**config.mk**
```make
export PLATFORM = sky130hd
export DESIGN_NAME = buffer_tag_refcount_manager_flat
export DESIGN_NICKNAME = d
export VERILOG_FILES = /design/src/design/btrm_pkg.sv /design/src/design/btrm_if.sv /design/src/design/btrm_mod_unit.sv /design/src/design/btrm_entry_ram.sv /design/src/design/buffer_tag_refcount_manager.sv /design/src/flat_wrapper.sv
export SDC_FILE = /design/constraint.sdc
export NUM_CORES = 2
export LEC_CHECK = 0
export ABC_AREA = 1
export BUFFER_PORTS_ARGS = -buffer_cell sky130_fd_sc_hd__buf_2
export CAP_MARGIN = 20
export CORE_UTILIZATION = 56
export DETAILED_ROUTE_END_ITERATION = 10
export GPL_TIMING_DRIVEN = 1
export PLACE_DENSITY = 0.75
export SLEW_MARGIN = 25
export SYNTH_ARGS = -nofsm -noshare
export SYNTH_HDL_FRONTEND = slang
export SYNTH_SLANG_ARGS = --single-unit
export TNS_END_PERCENT = 5
```
**constraint.sdc**
```tcl
create_clock -name clk -period 5.9 [get_ports clk]
set_clock_uncertainty 0.1 [all_clocks]
set_input_delay 0 -clock clk [delete_from_list [all_inputs] [get_ports clk]]
set_output_delay 0 -clock clk [all_outputs]
set_load 0.05 [all_outputs]
```
**src/design/btrm_pkg.sv**
```systemverilog
// btrm_pkg: shared types and constants for the buffer tag and refcount manager
// no dependencies; used by the interfaces and every module of the block
`timescale 1ns / 1ps
`default_nettype none

package btrm_pkg;

    // default table geometry
    localparam int NUM_BUFFERS_DEF = 32;
    localparam int NUM_BUCKETS_DEF = 13;

    // field widths fixed by the request and response formats
    localparam int DEV_W    = 8;
    localparam int BLK_W    = 32;
    localparam int REFS_W   = 8;
    localparam int SLOT_W   = 5;
    localparam int BUCKET_W = 6;

    localparam logic [REFS_W-1:0] REFS_MAX = '1;

    // request operations
    typedef enum logic [1:0] {
        FUNC_ACQUIRE = 2'd0,
        FUNC_RELEASE = 2'd1,
        FUNC_PIN     = 2'd2,
        FUNC_UNPIN   = 2'd3
    } func_t;

    // response status codes
    typedef enum logic [1:0] {
        ST_OK    = 2'd0,
        ST_NOBUF = 2'd1,
        ST_UNDER = 2'd2,
        ST_OVER  = 2'd3
    } status_t;

    // sequencer states
    typedef enum logic [2:0] {
        S_IDLE,
        S_MOD,
        S_SCAN,
        S_COMMIT,
        S_SLOT_RD,
        S_SLOT_UPD
    } state_t;

    // one table entry as held in the entry ram
    typedef struct packed {
        logic [DEV_W-1:0]    device;
        logic [BLK_W-1:0]    block;
        logic [REFS_W-1:0]   refs;
        logic                valid;
        logic [BUCKET_W-1:0] bucket;
    } entry_t;

endpackage

`default_nettype wire

```
**src/design/btrm_if.sv**
```systemverilog
// btrm_req_if / btrm_rsp_if: valid/ready channels for requests and responses
// depends on btrm_pkg for field types
`timescale 1ns / 1ps
`default_nettype none

interface btrm_req_if;
    logic                            valid;
    logic                            ready;
    btrm_pkg::func_t                 func;
    logic [btrm_pkg::DEV_W-1:0]      device_number;
    logic [btrm_pkg::BLK_W-1:0]      block_number;
    logic [btrm_pkg::SLOT_W-1:0]     slot_index;

    modport source (
        output valid, func, device_number, block_number, slot_index,
        input  ready
    );
    modport sink (
        input  valid, func, device_number, block_number, slot_index,
        output ready
    );
endinterface

interface btrm_rsp_if;
    logic                            valid;
    logic                            ready;
    logic [btrm_pkg::SLOT_W-1:0]     granted_slot;
    logic                            hit;
    logic                            needs_fill;
    btrm_pkg::status_t               status;

    modport source (
        output valid, granted_slot, hit, needs_fill, status,
        input  ready
    );
    modport sink (
        input  valid, granted_slot, hit, needs_fill, status,
        output ready
    );
endinterface

`default_nettype wire

```
**src/design/btrm_mod_unit.sv**
```systemverilog
// btrm_mod_unit: remainder of a block number by the bucket count
// depends on btrm_pkg; reciprocal multiply, then multiply-subtract, each result registered
`timescale 1ns / 1ps
`default_nettype none

module btrm_mod_unit #(
    parameter int NUM_BUCKETS = btrm_pkg::NUM_BUCKETS_DEF
) (
    input  wire logic                            clk,
    input  wire logic                            rst_n,
    input  wire logic                            start,
    input  wire logic [btrm_pkg::BLK_W-1:0]      value,
    output logic                                 done,
    output logic [btrm_pkg::BUCKET_W-1:0]        remainder
);

    localparam int BW    = btrm_pkg::BLK_W;
    localparam int PW    = 2 * BW + 1;
    localparam int SHIFT = BW + $clog2(NUM_BUCKETS);
    // reciprocal rounded up, gives the exact quotient for every dividend
    localparam logic [PW-1:0] POW2    = PW'(1) << SHIFT;
    localparam logic [PW-1:0] DIV_P   = PW'(NUM_BUCKETS);
    localparam logic [PW-1:0] RECIP_P = (POW2 + DIV_P - PW'(1)) / DIV_P;
    localparam logic [BW:0]   RECIP   = RECIP_P[BW:0];
    localparam logic [BW-1:0] DIVISOR = BW'(NUM_BUCKETS);

    logic                            busy_reg;
    logic                            phase_reg;
    logic [BW-1:0]                   val_reg;
    logic [BW-1:0]                   quot_reg;
    logic [btrm_pkg::BUCKET_W-1:0]   rem_reg;
    logic [PW-1:0]                   product;
    logic [PW-1:0]                   product_shr;
    logic [BW-1:0]                   rem_full;

    // quotient by reciprocal, then remainder by multiply-subtract
    always_comb
    begin
        product     = {{(BW+1){1'b0}}, val_reg} * {{BW{1'b0}}, RECIP};
        product_shr = product >> SHIFT;
        rem_full    = val_reg - quot_reg * DIVISOR;
    end

    // step control
    always_ff @(posedge clk or negedge rst_n)
    begin
        if (!rst_n)
        begin
            busy_reg  <= 1'b0;
            phase_reg <= 1'b0;
        end
        else if (start)
        begin
            busy_reg  <= 1'b1;
            phase_reg <= 1'b0;
        end
        else if (busy_reg)
        begin
            phase_reg <= 1'b1;
            if (phase_reg)
            begin
                busy_reg <= 1'b0;
            end
        end
    end

    // dividend, quotient and remainder
    always_ff @(posedge clk)
    begin
        if (start)
        begin
            val_reg <= value;
        end
        else if (busy_reg && !phase_reg)
        begin
            quot_reg <= product_shr[BW-1:0];
        end
        else if (busy_reg && phase_reg)
        begin
            rem_reg <= rem_full[btrm_pkg::BUCKET_W-1:0];
        end
    end

    assign done      = !busy_reg;
    assign remainder = rem_reg;

endmodule

`default_nettype wire

```
**src/design/btrm_entry_ram.sv**
```systemverilog
// btrm_entry_ram: single-write, single-read entry table with registered read
// depends on btrm_pkg; per-entry written bits make unwritten entries read as zero
`timescale 1ns / 1ps
`default_nettype none

module btrm_entry_ram #(
    parameter int NUM_BUFFERS = btrm_pkg::NUM_BUFFERS_DEF,
    parameter int AW          = $clog2(NUM_BUFFERS)
) (
    input  wire logic              clk,
    input  wire logic              rst_n,
    input  wire logic              rd_en,
    input  wire logic [AW-1:0]     rd_addr,
    output btrm_pkg::entry_t       rd_data,
    input  wire logic              wr_en,
    input  wire logic [AW-1:0]     wr_addr,
    input  wire btrm_pkg::entry_t  wr_data
);

    btrm_pkg::entry_t            mem [NUM_BUFFERS];
    logic [NUM_BUFFERS-1:0]      written_reg;
    btrm_pkg::entry_t            rd_mem_reg;
    logic                        rd_written_reg;

    // write port
    always_ff @(posedge clk)
    begin
        if (wr_en)
        begin
            mem[wr_addr] <= wr_data;
        end
    end

    // written marks, cleared at reset
    always_ff @(posedge clk or negedge rst_n)
    begin
        if (!rst_n)
        begin
            written_reg <= '0;
        end
        else if (wr_en)
        begin
            written_reg[wr_addr] <= 1'b1;
        end
    end

    // registered read port
    always_ff @(posedge clk)
    begin
        if (rd_en)
        begin
            rd_mem_reg     <= mem[rd_addr];
            rd_written_reg <= written_reg[rd_addr];
        end
    end

    // an entry never written reads as its reset value
    assign rd_data = rd_written_reg ? rd_mem_reg : '0;

endmodule

`default_nettype wire

```
**src/design/buffer_tag_refcount_manager.sv**
```systemverilog
// buffer_tag_refcount_manager: top level, sequencer and response register
// depends on btrm_pkg, btrm_if, btrm_mod_unit and btrm_entry_ram
`timescale 1ns / 1ps
`default_nettype none

// Keeps NUM_BUFFERS tagged buffer entries with reference counts. One request
// is worked at a time. An acquire first has the remainder unit compute the
// request's bucket (reciprocal multiply, then multiply-subtract), then makes
// one pass over the entry ram through its single read port, one entry per
// cycle, that finds the first tag match and the nearest free entry together,
// then commits. Release, pin and unpin read the entry, then modify and write
// it. The block is ready again the cycle after commit. The response sits in
// an output register, so a new request is taken while it waits; the block
// only stalls at commit or at the slot update if the previous response is
// still not taken.
// The table is zero after reset with no clearing pass.
module buffer_tag_refcount_manager #(
    parameter int NUM_BUFFERS = btrm_pkg::NUM_BUFFERS_DEF,
    parameter int NUM_BUCKETS = btrm_pkg::NUM_BUCKETS_DEF
) (
    input  wire logic     clk,
    input  wire logic     rst_n,
    btrm_req_if.sink      req,
    btrm_rsp_if.source    rsp
);

    localparam int AW   = $clog2(NUM_BUFFERS);
    localparam int CW   = AW + 1;
    localparam int SW   = btrm_pkg::SLOT_W;
    localparam int BKW  = btrm_pkg::BUCKET_W;
    localparam logic [CW-1:0]     SCAN_END  = CW'(NUM_BUFFERS);
    localparam logic [AW+SW-1:0]  SLOT_LIM  = (AW+SW)'(NUM_BUFFERS);
    localparam logic [BKW:0]      BUCKETS_W = (BKW+1)'(NUM_BUCKETS);
    localparam logic [btrm_pkg::REFS_W-1:0] REF_ONE = btrm_pkg::REFS_W'(1);

    btrm_pkg::state_t                 state_reg;
    btrm_pkg::state_t                 state_next;

    // latched request
    btrm_pkg::func_t                  func_reg;
    logic [btrm_pkg::DEV_W-1:0]       dev_reg;
    logic [btrm_pkg::BLK_W-1:0]       blk_reg;
    logic [SW-1:0]                    slot_reg;

    // scan bookkeeping
    logic [CW-1:0]                    cnt_reg;
    logic                             rvalid_reg;
    logic [AW-1:0]                    ridx_reg;
    logic                             match_found_reg;
    logic [AW-1:0]                    match_idx_reg;
    btrm_pkg::entry_t                 match_ent_reg;
    logic                             free_found_reg;
    logic [AW-1:0]                    free_idx_reg;
    logic [BKW-1:0]                   free_dist_reg;

    // response register
    logic                             out_valid_reg;
    logic [SW-1:0]                    out_slot_reg;
    logic                             out_hit_reg;
    logic                             out_fill_reg;
    btrm_pkg::status_t                out_status_reg;

    // datapath signals
    logic                             accept;
    logic                             out_free;
    logic                             mod_start;
    logic                             mod_done;
    logic [BKW-1:0]                   home;
    logic                             rd_en;
    logic [AW-1:0]                    rd_addr;
    btrm_pkg::entry_t                 rd_data;
    logic                             wr_en;
    logic [AW-1:0]                    wr_addr;
    btrm_pkg::entry_t                 wr_data;
    logic                             scan_issue;
    logic [AW+SW-1:0]                 slot_wide;
    logic [AW-1:0]                    slot_addr;
    logic                             slot_in_range;
    logic [AW-1:0]                    grant_idx;
    logic [AW+SW-1:0]                 grant_wide;
    logic [BKW:0]                     dist_wide;
    logic [BKW-1:0]                   bucket_gap;
    logic                             is_match;
    logic                             is_better_free;
    logic                             res_load;
    logic                             res_hit;
    logic                             res_fill;
    btrm_pkg::status_t                res_status;
    logic                             res_use_grant;

    assign accept   = req.valid && req.ready;
    assign out_free = !out_valid_reg || rsp.ready;

    // slot index mapped onto the table
    assign slot_wide     = {{AW{1'b0}}, slot_reg};
    assign slot_addr     = slot_wide[AW-1:0];
    assign slot_in_range = slot_wide < SLOT_LIM;

    // response slot carries the low bits of the entry index
    assign grant_wide = {{SW{1'b0}}, grant_idx};

    // bucket distance of the entry being read from the request's bucket
    always_comb
    begin
        if (rd_data.bucket >= home)
        begin
            dist_wide = {1'b0, rd_data.bucket} - {1'b0, home};
        end
        else
        begin
            dist_wide = {1'b0, rd_data.bucket} + BUCKETS_W - {1'b0, home};
        end
    end
    assign bucket_gap = dist_wide[BKW-1:0];

    assign is_match = (rd_data.device == dev_reg) && (rd_data.block == blk_reg);
    assign is_better_free = (rd_data.refs == '0) &&
                            (!free_found_reg || (bucket_gap < free_dist_reg));

    // remainder unit for the request's home bucket
    btrm_mod_unit #(
        .NUM_BUCKETS (NUM_BUCKETS)
    ) u_mod (
        .clk       (clk),
        .rst_n     (rst_n),
        .start     (mod_start),
        .value     (req.block_number),
        .done      (mod_done),
        .remainder (home)
    );

    // entry table
    btrm_entry_ram #(
        .NUM_BUFFERS (NUM_BUFFERS),
        .AW          (AW)
    ) u_ram (
        .clk     (clk),
        .rst_n   (rst_n),
        .rd_en   (rd_en),
        .rd_addr (rd_addr),
        .rd_data (rd_data),
        .wr_en   (wr_en),
        .wr_addr (wr_addr),
        .wr_data (wr_data)
    );

    // next state
    always_comb
    begin
        state_next = state_reg;
        unique case (state_reg)
            btrm_pkg::S_IDLE:
            begin
                if (req.valid)
                begin
                    if (req.func == btrm_pkg::FUNC_ACQUIRE)
                    begin
                        state_next = btrm_pkg::S_MOD;
                    end
                    else
                    begin
                        state_next = btrm_pkg::S_SLOT_RD;
                    end
                end
            end
            btrm_pkg::S_MOD:
            begin
                if (mod_done)
                begin
                    state_next = btrm_pkg::S_SCAN;
                end
            end
            btrm_pkg::S_SCAN:
            begin
                if ((cnt_reg == SCAN_END) && !rvalid_reg)
                begin
                    state_next = btrm_pkg::S_COMMIT;
                end
            end
            btrm_pkg::S_COMMIT:
            begin
                if (out_free)
                begin
                    state_next = btrm_pkg::S_IDLE;
                end
            end
            btrm_pkg::S_SLOT_RD:
            begin
                state_next = btrm_pkg::S_SLOT_UPD;
            end
            btrm_pkg::S_SLOT_UPD:
            begin
                if (out_free)
                begin
                    state_next = btrm_pkg::S_IDLE;
                end
            end
            default:
            begin
                state_next = btrm_pkg::S_IDLE;
            end
        endcase
    end

    // sequencer outputs: ram access, table updates and response values
    always_comb
    begin
        req.ready     = (state_reg == btrm_pkg::S_IDLE);
        mod_start     = 1'b0;
        rd_en         = 1'b0;
        rd_addr       = '0;
        scan_issue    = 1'b0;
        wr_en         = 1'b0;
        wr_addr       = '0;
        wr_data       = rd_data;
        res_load      = 1'b0;
        res_hit       = 1'b0;
        res_fill      = 1'b0;
        res_status    = btrm_pkg::ST_OK;
        res_use_grant = 1'b0;
        grant_idx     = '0;
        unique case (state_reg)
            btrm_pkg::S_IDLE:
            begin
                mod_start = req.valid && (req.func == btrm_pkg::FUNC_ACQUIRE);
            end
            btrm_pkg::S_MOD:
            begin
            end
            btrm_pkg::S_SCAN:
            begin
                if (cnt_reg < SCAN_END)
                begin
                    scan_issue = 1'b1;
                    rd_en      = 1'b1;
                    rd_addr    = cnt_reg[AW-1:0];
                end
            end
            btrm_pkg::S_COMMIT:
            begin
                if (out_free)
                begin
                    res_load      = 1'b1;
                    res_use_grant = 1'b1;
                    if (match_found_reg)
                    begin
                        grant_idx = match_idx_reg;
                        res_hit   = 1'b1;
                        if (match_ent_reg.refs == btrm_pkg::REFS_MAX)
                        begin
                            res_status = btrm_pkg::ST_OVER;
                        end
                        else
                        begin
                            // take a reference on the matching entry
                            res_fill      = !match_ent_reg.valid;
                            wr_en         = 1'b1;
                            wr_addr       = match_idx_reg;
                            wr_data       = match_ent_reg;
                            wr_data.refs  = match_ent_reg.refs + REF_ONE;
                            wr_data.valid = 1'b1;
                        end
                    end
                    else if (free_found_reg)
                    begin
                        // retag the chosen free entry
                        grant_idx      = free_idx_reg;
                        res_fill       = 1'b1;
                        wr_en          = 1'b1;
                        wr_addr        = free_idx_reg;
                        wr_data.device = dev_reg;
                        wr_data.block  = blk_reg;
                        wr_data.refs   = REF_ONE;
                        wr_data.valid  = 1'b1;
                        wr_data.bucket = home;
                    end
                    else
                    begin
                        res_status = btrm_pkg::ST_NOBUF;
                    end
                end
            end
            btrm_pkg::S_SLOT_RD:
            begin
                rd_en   = 1'b1;
                rd_addr = slot_addr;
            end
            btrm_pkg::S_SLOT_UPD:
            begin
                if (out_free)
                begin
                    res_load = 1'b1;
                    wr_addr  = slot_addr;
                    if (slot_in_range)
                    begin
                        if (func_reg == btrm_pkg::FUNC_PIN)
                        begin
                            if (rd_data.refs == btrm_pkg::REFS_MAX)
                            begin
                                res_status = btrm_pkg::ST_OVER;
                            end
                            else
                            begin
                                wr_en        = 1'b1;
                                wr_data.refs = rd_data.refs + REF_ONE;
                            end
                        end
                        else
                        begin
                            if (rd_data.refs == '0)
                            begin
                                res_status = btrm_pkg::ST_UNDER;
                            end
                            else
                            begin
                                wr_en        = 1'b1;
                                wr_data.refs = rd_data.refs - REF_ONE;
                            end
                        end
                    end
                end
            end
            default:
            begin
            end
        endcase
    end

    // state register
    always_ff @(posedge clk or negedge rst_n)
    begin
        if (!rst_n)
        begin
            state_reg <= btrm_pkg::S_IDLE;
        end
        else
        begin
            state_reg <= state_next;
        end
    end

    // scan control
    always_ff @(posedge clk or negedge rst_n)
    begin
        if (!rst_n)
        begin
            cnt_reg         <= '0;
            rvalid_reg      <= 1'b0;
            match_found_reg <= 1'b0;
            free_found_reg  <= 1'b0;
        end
        else
        begin
            rvalid_reg <= scan_issue;
            if (accept)
            begin
                cnt_reg         <= '0;
                match_found_reg <= 1'b0;
                free_found_reg  <= 1'b0;
            end
            else
            begin
                if (scan_issue)
                begin
                    cnt_reg <= cnt_reg + CW'(1);
                end
                if (rvalid_reg && is_match && !match_found_reg)
                begin
                    match_found_reg <= 1'b1;
                end
                if (rvalid_reg && is_better_free)
                begin
                    free_found_reg <= 1'b1;
                end
            end
        end
    end

    // scan payload: entry under inspection, first match, nearest free entry
    always_ff @(posedge clk)
    begin
        if (scan_issue)
        begin
            ridx_reg <= cnt_reg[AW-1:0];
        end
        if (rvalid_reg && is_match && !match_found_reg)
        begin
            match_idx_reg <= ridx_reg;
            match_ent_reg <= rd_data;
        end
        if (rvalid_reg && is_better_free)
        begin
            free_idx_reg  <= ridx_reg;
            free_dist_reg <= bucket_gap;
        end
    end

    // request capture
    always_ff @(posedge clk)
    begin
        if (accept)
        begin
            func_reg <= req.func;
            dev_reg  <= req.device_number;
            blk_reg  <= req.block_number;
            slot_reg <= req.slot_index;
        end
    end

    // response register
    always_ff @(posedge clk or negedge rst_n)
    begin
        if (!rst_n)
        begin
            out_valid_reg <= 1'b0;
        end
        else if (res_load)
        begin
            out_valid_reg <= 1'b1;
        end
        else if (rsp.ready)
        begin
            out_valid_reg <= 1'b0;
        end
    end

    always_ff @(posedge clk)
    begin
        if (res_load)
        begin
            out_slot_reg   <= res_use_grant ? grant_wide[SW-1:0] : slot_reg;
            out_hit_reg    <= res_hit;
            out_fill_reg   <= res_fill;
            out_status_reg <= res_status;
        end
    end

    assign rsp.valid        = out_valid_reg;
    assign rsp.granted_slot = out_slot_reg;
    assign rsp.hit          = out_hit_reg;
    assign rsp.needs_fill   = out_fill_reg;
    assign rsp.status       = out_status_reg;

endmodule

`default_nettype wire
```
**src/flat_wrapper.sv**
```systemverilog
// flat-port wrapper written by rule: the top's interface ports become plain ports
module buffer_tag_refcount_manager_flat 
#(
    parameter int NUM_BUFFERS = btrm_pkg::NUM_BUFFERS_DEF,
    parameter int NUM_BUCKETS = btrm_pkg::NUM_BUCKETS_DEF
)
  (clk, rst_n, req_valid, req_func, req_device_number, req_block_number, req_slot_index, req_ready, rsp_valid, rsp_granted_slot, rsp_hit, rsp_needs_fill, rsp_status, rsp_ready);
  btrm_req_if req_i ();
  btrm_rsp_if rsp_i ();
  input  wire logic clk;
  input  wire logic rst_n;
  input wire logic [$bits(req_i.valid)-1:0] req_valid;
  input wire logic [$bits(req_i.func)-1:0] req_func;
  input wire logic [$bits(req_i.device_number)-1:0] req_device_number;
  input wire logic [$bits(req_i.block_number)-1:0] req_block_number;
  input wire logic [$bits(req_i.slot_index)-1:0] req_slot_index;
  output wire logic [$bits(req_i.ready)-1:0] req_ready;
  output wire logic [$bits(rsp_i.valid)-1:0] rsp_valid;
  output wire logic [$bits(rsp_i.granted_slot)-1:0] rsp_granted_slot;
  output wire logic [$bits(rsp_i.hit)-1:0] rsp_hit;
  output wire logic [$bits(rsp_i.needs_fill)-1:0] rsp_needs_fill;
  output wire logic [$bits(rsp_i.status)-1:0] rsp_status;
  input wire logic [$bits(rsp_i.ready)-1:0] rsp_ready;
  assign req_i.valid = req_valid;
  assign req_i.func = req_func;
  assign req_i.device_number = req_device_number;
  assign req_i.block_number = req_block_number;
  assign req_i.slot_index = req_slot_index;
  assign req_ready = req_i.ready;
  assign rsp_valid = rsp_i.valid;
  assign rsp_granted_slot = rsp_i.granted_slot;
  assign rsp_hit = rsp_i.hit;
  assign rsp_needs_fill = rsp_i.needs_fill;
  assign rsp_status = rsp_i.status;
  assign rsp_i.ready = rsp_ready;
  buffer_tag_refcount_manager #(.NUM_BUFFERS(NUM_BUFFERS), .NUM_BUCKETS(NUM_BUCKETS)) u_core (.clk(clk), .rst_n(rst_n), .req(req_i), .rsp(rsp_i));
endmodule
```
# After elaboration in Yosys (flattened, before gate mapping)
# Memory sizes are Yosys's and may differ from the RTL's. A register that Yosys moved wholly into a read port is not among the register bits.
# Cells that the tools add are included.
classes:
  add_sub_neg: 8
  mul: 2
  n_lt_le_gt_ge: 7
  eq_ne: 15
  muxes: 81
  bitwise: 3
  n_reduce_logical: 32
op_table:
  columns: ["operator", "count"]
  rows:
  - ["$mux W55", 5]
  - ["$mul A32 B31 Y63 const B", 1]
  - ["$mux W5", 10]
  - ["$mux W40", 1]
  - ["$mux W8", 5]
  - ["$mux W1", 34]
  - ["$eq A32 B32 Y1", 1]
  - ["$or A32 B32 Y32", 1]
  - ["$mul A29 B4 Y6 const B", 1]
  - ["$pmux W5 S2", 2]
  - ["$lt A5 B6 Y1 const B", 3]
  - ["$mux W6", 3]
  - ["$sub A6 B6 Y6", 3]
  - ["$add A8 B1 Y8 const B", 2]
  - ["$eq A8 B8 Y1 const B", 2]
  - ["$mux W2", 8]
  - ["$pmux W8 S2", 1]
  - ["$mux W3", 5]
  - ["$pmux W3 S5", 1]
  - ["$logic_and A1 B1 Y1", 11]
  - ["$reduce_bool A2 Y1", 5]
  - ["$eq A8 B8 Y1", 1]
  - ["$logic_not A8 Y1", 1]
  - ["$sub A8 B1 Y8 const B", 1]
  - ["other kinds (27)", 40]
word_totals:
  regBits: 247
  ram_bits: 1760
  inputBits: 51
  out_inout_bits: 11
  wordCells: 179
  mem_count: 1
mem_list:
  columns: ["memory", "words", "word_bits", "read_ports", "rd_clocked_by_memory_dff", "write_ports", "line", "source"]
  rows:
  - ["u_core.u_ram.mem", 32, 55, 1, 1, 1, "btrm_entry_ram.sv:20", "btrm_pkg::entry_t mem [NUM_BUFFERS];"]

# Longest topological paths before layout
depth:
  depth_word: 10
  depth_mapped: 25

# Hierarchy
# From an unflattened synthesis, not the netlist that was laid out.
hier_totals:
  hier_cells: 8414
  area_unflattened_um2: 95273.9
by_module_without_submodules:
  columns: ["mod", "n_inst", "cells_per_inst", "area_each_um2", "seq_area_each_um2"]
  rows:
  - ["btrm_entry_ram", 1, 6298, 74476.4, 55333.1]
  - ["btrm_mod_unit", 1, 1329, 13101.3, 1371.3]
  - ["buffer_tag_refcount_manager", 1, 787, 7696.1, 4289.1]

# Worst setup path after synthesis
# Ideal clock, no wire load.
synth_path:
  path_type: "flip-flop to flip-flop"
  start: "reg u_core.u_ram.rd_written_reg"
  end: "reg u_core.match_ent_reg[0] in the netlist's numbering (enable)"
  setup_time_ns: 0.552
  t_arrival_ns: 5.573
  required_ns: 5.248
  slack_ns: -0.325
  path_stages_with_launch: 12
  path_cell_list: "edfxtp_1 -> buf_2 -> buf_2 -> buf_2 -> nand2_1 -> nand2_1 -> nand4_1 -> nor3b_1 -> nand2_1 -> nor2_1 -> nand2_1 -> nor3_1"
synth_via:
  elab_chain_cells: 5
  word_cells_on_any_way: 6
  classes_between: "2 x eq/ne; 1 x mux; 3 x reduce/logical"
synth_rtl:
  columns: ["element", "line", "source"]
  rows:
  - ["from (decl)", "btrm_entry_ram.sv:23", "logic rd_written_reg;"]
  - ["from (signal assigned)", "btrm_entry_ram.sv:53", "rd_written_reg <= written_reg[rd_addr];"]
  - ["$mux W55 *", "btrm_entry_ram.sv:58", "assign rd_data = rd_written_reg ? rd_mem_reg : '0;"]
  - ["$eq A32 B32 Y1 / $eq A8 B8 Y1 (equally long branches)", "buffer_tag_refcount_manager.sv:116", "assign is_match = (rd_data.device == dev_reg) && (rd_data.block == blk_reg);"]
  - ["$logic_and A1 B1 Y1 *", "buffer_tag_refcount_manager.sv:116", null]
  - ["$logic_and A1 B1 Y1 * (2 in series)", "buffer_tag_refcount_manager.sv:386", "if (rvalid_reg && is_match && !match_found_reg)"]
  - ["to (signal assigned)", "buffer_tag_refcount_manager.sv:389", "match_ent_reg <= rd_data;"]
  - ["to (decl)", "buffer_tag_refcount_manager.sv:51", "btrm_pkg::entry_t match_ent_reg;"]
# Every way passes the cells marked *; elsewhere a longest branch is shown, timed or not.
# A chain may end at the register's enable or synchronous reset.

# Worst setup path after layout
layout_path:
  start: "reg u_core.u_mod.val_reg[8]"
  end: "reg u_core.u_mod.quot_reg[5], data pin"
layout_via:
  elab_chain_cells: 1
layout_rtl:
  columns: ["element", "line", "source"]
  rows:
  - ["from (decl)", "btrm_mod_unit.sv:29", "logic [BW-1:0] val_reg;"]
  - ["from (signal assigned)", "btrm_mod_unit.sv:72", "val_reg <= value;"]
  - ["$mul A32 B31 Y63", "btrm_mod_unit.sv:39", "product = {{(BW+1){1'b0}}, val_reg} * {{BW{1'b0}}, RECIP};"]
  - ["named net u_core.u_mod.product[41]", "btrm_mod_unit.sv:32", "logic [PW-1:0] product;"]
  - ["to (signal assigned)", "btrm_mod_unit.sv:76", "quot_reg <= product_shr[BW-1:0];"]
  - ["to (decl)", "btrm_mod_unit.sv:30", "logic [BW-1:0] quot_reg;"]
# The timed path passes the listed nets, and every way through them passes these cells.

==> flow_metrics.env <==
export IMPL_initialDrtViolationCount=11000
export IMPL_grt_pass1_vias=69400
export IMPL_ys_ff_latch=2039
export IMPL_hold_start="req_func[0]"
export IMPL_drive_gt1_frac=0.0935
export IMPL_worst_setup_path_start_kind="flop"
export IMPL_hold_class="primary input to flop"
export IMPL_r2r_setup_slack_ns=-0.30
export IMPL_clk_pin_slew_ns=0.07
export IMPL_yosysTopAreaCell="edfxtp_1"
export IMPL_wl_met1_um=114000
export IMPL_fin_tns_setup_ns=-1.69
export IMPL_hpwlAfterDp_um=172000
export IMPL_ant_nets=0
export IMPL_p_leak_nw=46.0
export IMPL_overflow=0
export IMPL_maxClockFrequency_mhz=161
export IMPL_worst_slew_pin_transition_ns=1.08
export IMPL_synth_mux_area_frac=0.000101
export IMPL_grt_pass1_wl_um=445000
export IMPL_wl_met2_um=138000
export IMPL_whs_endpoint="u_core.state_reg[2]"
export IMPL_viasPerCell=6.02
export IMPL_synthAdderAreaFrac=0.0896
export IMPL_synth_top_cell_area_share=0.606
export IMPL_synthCells=9291
export IMPL_yosys_warnings=0
export IMPL_synthSimpleGateAreaFrac=0.221
export IMPL_setup_viol=6
export IMPL_async_flop_share=0.0231
export IMPL_ctsLongestPathBuffers=3
export IMPL_slew_headroom=0.279
export IMPL_status="complete, but fails checks"
export IMPL_ys_seq_area_frac=0.618
export IMPL_ios=62
export IMPL_clk_insertion_delay_late_ns=0.88
export IMPL_critPathMaxFanout=4
export IMPL_reg2reg_from="u_core.u_mod.val_reg[8]"
export IMPL_synth_edf_count=1992
export IMPL_ys_flop_type="edfxtp_1"
export IMPL_fillers=13100
export IMPL_rows=153
export IMPL_arrival_ns=6.72
export IMPL_timing_final_crit_share=1.05
export IMPL_synth_compound_area_share=0.0183
export IMPL_drv_cap=0
export IMPL_finalHoldViolCount=0
export IMPL_coreArea_sq_um=174000
export IMPL_synth_cell_type_count=45
export IMPL_gr_usage_all_layers=0.336
export IMPL_synthToLayoutAreaGrowth_pct=13.6
export IMPL_place_congestion=0.970
export IMPL_worstSetupEndpointType="flop"
export IMPL_drv_slew=0
export IMPL_rsz0062_at_grt="true"
export IMPL_avgSynthCellArea_sq_um=10.6
export IMPL_routedWlPerCell_um=25.0
export IMPL_reg2reg_to="u_core.u_mod.quot_reg[5]"
export IMPL_synth_area_leaders="edfxtp_1, nand2_1, nand3_1, fa_1, ha_1"
export IMPL_cp_required_ns=6.42
export IMPL_synth_area_sq_um=98700
export IMPL_largest_reg_flops=1760
export IMPL_synth_xor_xnor_area_share=0.00533
export IMPL_vias=72600
export IMPL_drt_wl_total_um=302000
export IMPL_die_w_um=422
export IMPL_whs_path_depth=5
export IMPL_grt_start_max_net_pins=200
export IMPL_die_y_um=422
export IMPL_htreeDepth=4
export IMPL_violations="negative setup slack"
export IMPL_cts_root_buf="clkbuf_16"
export IMPL_crit_type="flop to flop"
export IMPL_dp_worst_setup_slack_ns=-0.506
export IMPL_drc_errors=0
export IMPL_p_per_area_nw_per_um2=613
export IMPL_met3_length_um=34900
export IMPL_timing_final_ws_setup_ns=-0.305
export IMPL_die_area_sq_um=178000
export IMPL_cts_tree="done"
export IMPL_syn_nets=9886
export IMPL_numClockSinks=2039
export IMPL_cts_buffers=200
export IMPL_holdWs_ns=0.0560
export IMPL_ff2ff_path_depth=22
export IMPL_fin_nets=10200
export IMPL_fin_crit_ns=6.20
export IMPL_io_buffers=61
export IMPL_antenna_found_initial=11
export IMPL_start_util=0.566
export IMPL_dr_max_layer_used="met5"
export IMPL_vdd_drop_max_mv=1.46
export IMPL_drt_first_pass_iters=6
export IMPL_synth_top_family_by_area="simple AND/OR/NAND/NOR gates"
report_power, final:
group	leakage, nW	internal (W)	total, W	switching (W)
clock	3.08	0.00697	0.0125	0.00556
combinational	24.3	0.0136	0.0367	0.0231
sequential	18.6	0.0192	0.0195	0.000309
layout by cell type, fill, tap and decap left out, types with 6 or more instances in the layout:
master / n
fa_2: 8
buf_12: 76
nand3_1: 1652
inv_4: 8
nand2_2: 10
nor3_1: 21
clkbuf_16: 203
nor2_4: 31
a21oi_1: 94
clkinv_1: 60
nor2_1: 94
dlygate4sd3_1: 99
clkbuf_1: 47
ha_1: 267
o221ai_2: 33
buf_4: 343
buf_2: 60
nor3_2: 7
edfxtp_1: 1992
o21ai_0: 96
inv_6: 6
inv_1: 622
nor2_2: 6
nand4_1: 33
inv_2: 7
o221ai_4: 8
o211ai_1: 9
o22ai_1: 8
o2111ai_1: 6
xor2_1: 36
xnor2_1: 24
fa_1: 263
dfrtp_1: 47
nand2_1: 3303
a21o_1: 13
bufinv_16: 14
clkinv_2: 26
a21oi_2: 7
ha_4: 6
layout make-up:
class | instances | area (sq um) | area share
multi-input cells | 6096 | 33900 | 0.302
repair buffers | 583 | 5480 | 0.0489
inverters | 642 | 2440 | 0.0218
flip-flops and latches | 2039 | 61000 | 0.544
well taps | 2325 | 2910 | 0.0260
clock inverters | 120 | 1070 | 0.00951
diodes | 3 | 7.51 | 0.0000670
clock buffers | 252 | 5280 | 0.0472
routing by layer:
metal | up-vias | GRT usage
li1 | 32100 | -
met1 | 34900 | 0.465
met2 | 4854 | 0.519
met3 | 777 | 0.0661
met4 | 10 | 0.146
met5 | - | 0
timing repair:
action                                  4_1_cts  5_1_grt
hold endpoints to repair                    219        0
hold buffers                                100        0
resized for setup                            42       21
endpoints found under the setup margin        6        6
buffers inserted                              9        2
pin swaps                                    26       12
cells by family after synthesis:
logic type	count (synthesis)
flops	2039
xor+xnor	60
fa+ha+maj	544
compound gates	300
mux	1
buf+inv	1156
simple gates	5191
critical path, cell delays in order, from the launching register on:
cell      delay [ns]
edfxtp_1        0.46
buf_4           0.18
fa_2            0.38
fa_1            0.48
fa_1            0.56
inv_1           0.06
fa_1            0.52
fa_1            0.44
fa_1            0.53
fa_1            0.46
fa_1            0.50
inv_1           0.04
ha_1            0.30
nand2_1         0.08
nor3_2          0.14
buf_4           0.15
nand2_1         0.07
nor2_2          0.13
nand4_1         0.13
nand3_2         0.09
inv_1           0.04
nand2_1         0.05
nand2_1         0.05
cell usage after synthesis (all sizes together) (3+ instances only):
cell,count
nand2,3318
edfxtp,1992
nand3,1656
inv,641
buf,331
ha,273
fa,271
clkbuf,183
nor2,131
a21oi,102
o21ai,100
dfrtp,47
o221ai,41
xor2,36
nand4,33
nor3,29
xnor2,24
a21o,13
o22ai,11
nor4,9
o211ai,9
o2111ai,6
o21bai,5
or2,5
a31oi,4
and3,4
nor3b,4
a211oi,3
per-stage QoR:
stage	total power (W)	std cells	util	cell area [sq um]
2_1_floorplan	0.0403	9291	-	98700
3_3_place_gp	0.0535	11600	0.597	104000
3_5_place_dp	0.0537	11600	0.598	104000
4_1_cts	0.0677	12100	0.642	112000
5_1_grt	0.0730	12100	0.643	112000
6_report	0.0687	12100	0.643	112000
worst max-delay path by stage:
stage	start	end	depth (start not counted)
after floorplan	u_core.u_mod.val_reg[9]	u_core.u_mod.quot_reg[4]	22
after global placement	u_core.u_mod.val_reg[9]	u_core.u_mod.quot_reg[5]	25
after detailed placement	u_core.u_mod.val_reg[8]	u_core.u_mod.quot_reg[2]	20
after CTS	u_core.u_mod.val_reg[12]	u_core.u_mod.quot_reg[2]	21
after global routing	u_core.u_mod.val_reg[7]	u_core.u_mod.quot_reg[3]	21
final	u_core.u_mod.val_reg[8]	u_core.u_mod.quot_reg[5]	22
Power figures use the tool's default switching activity.
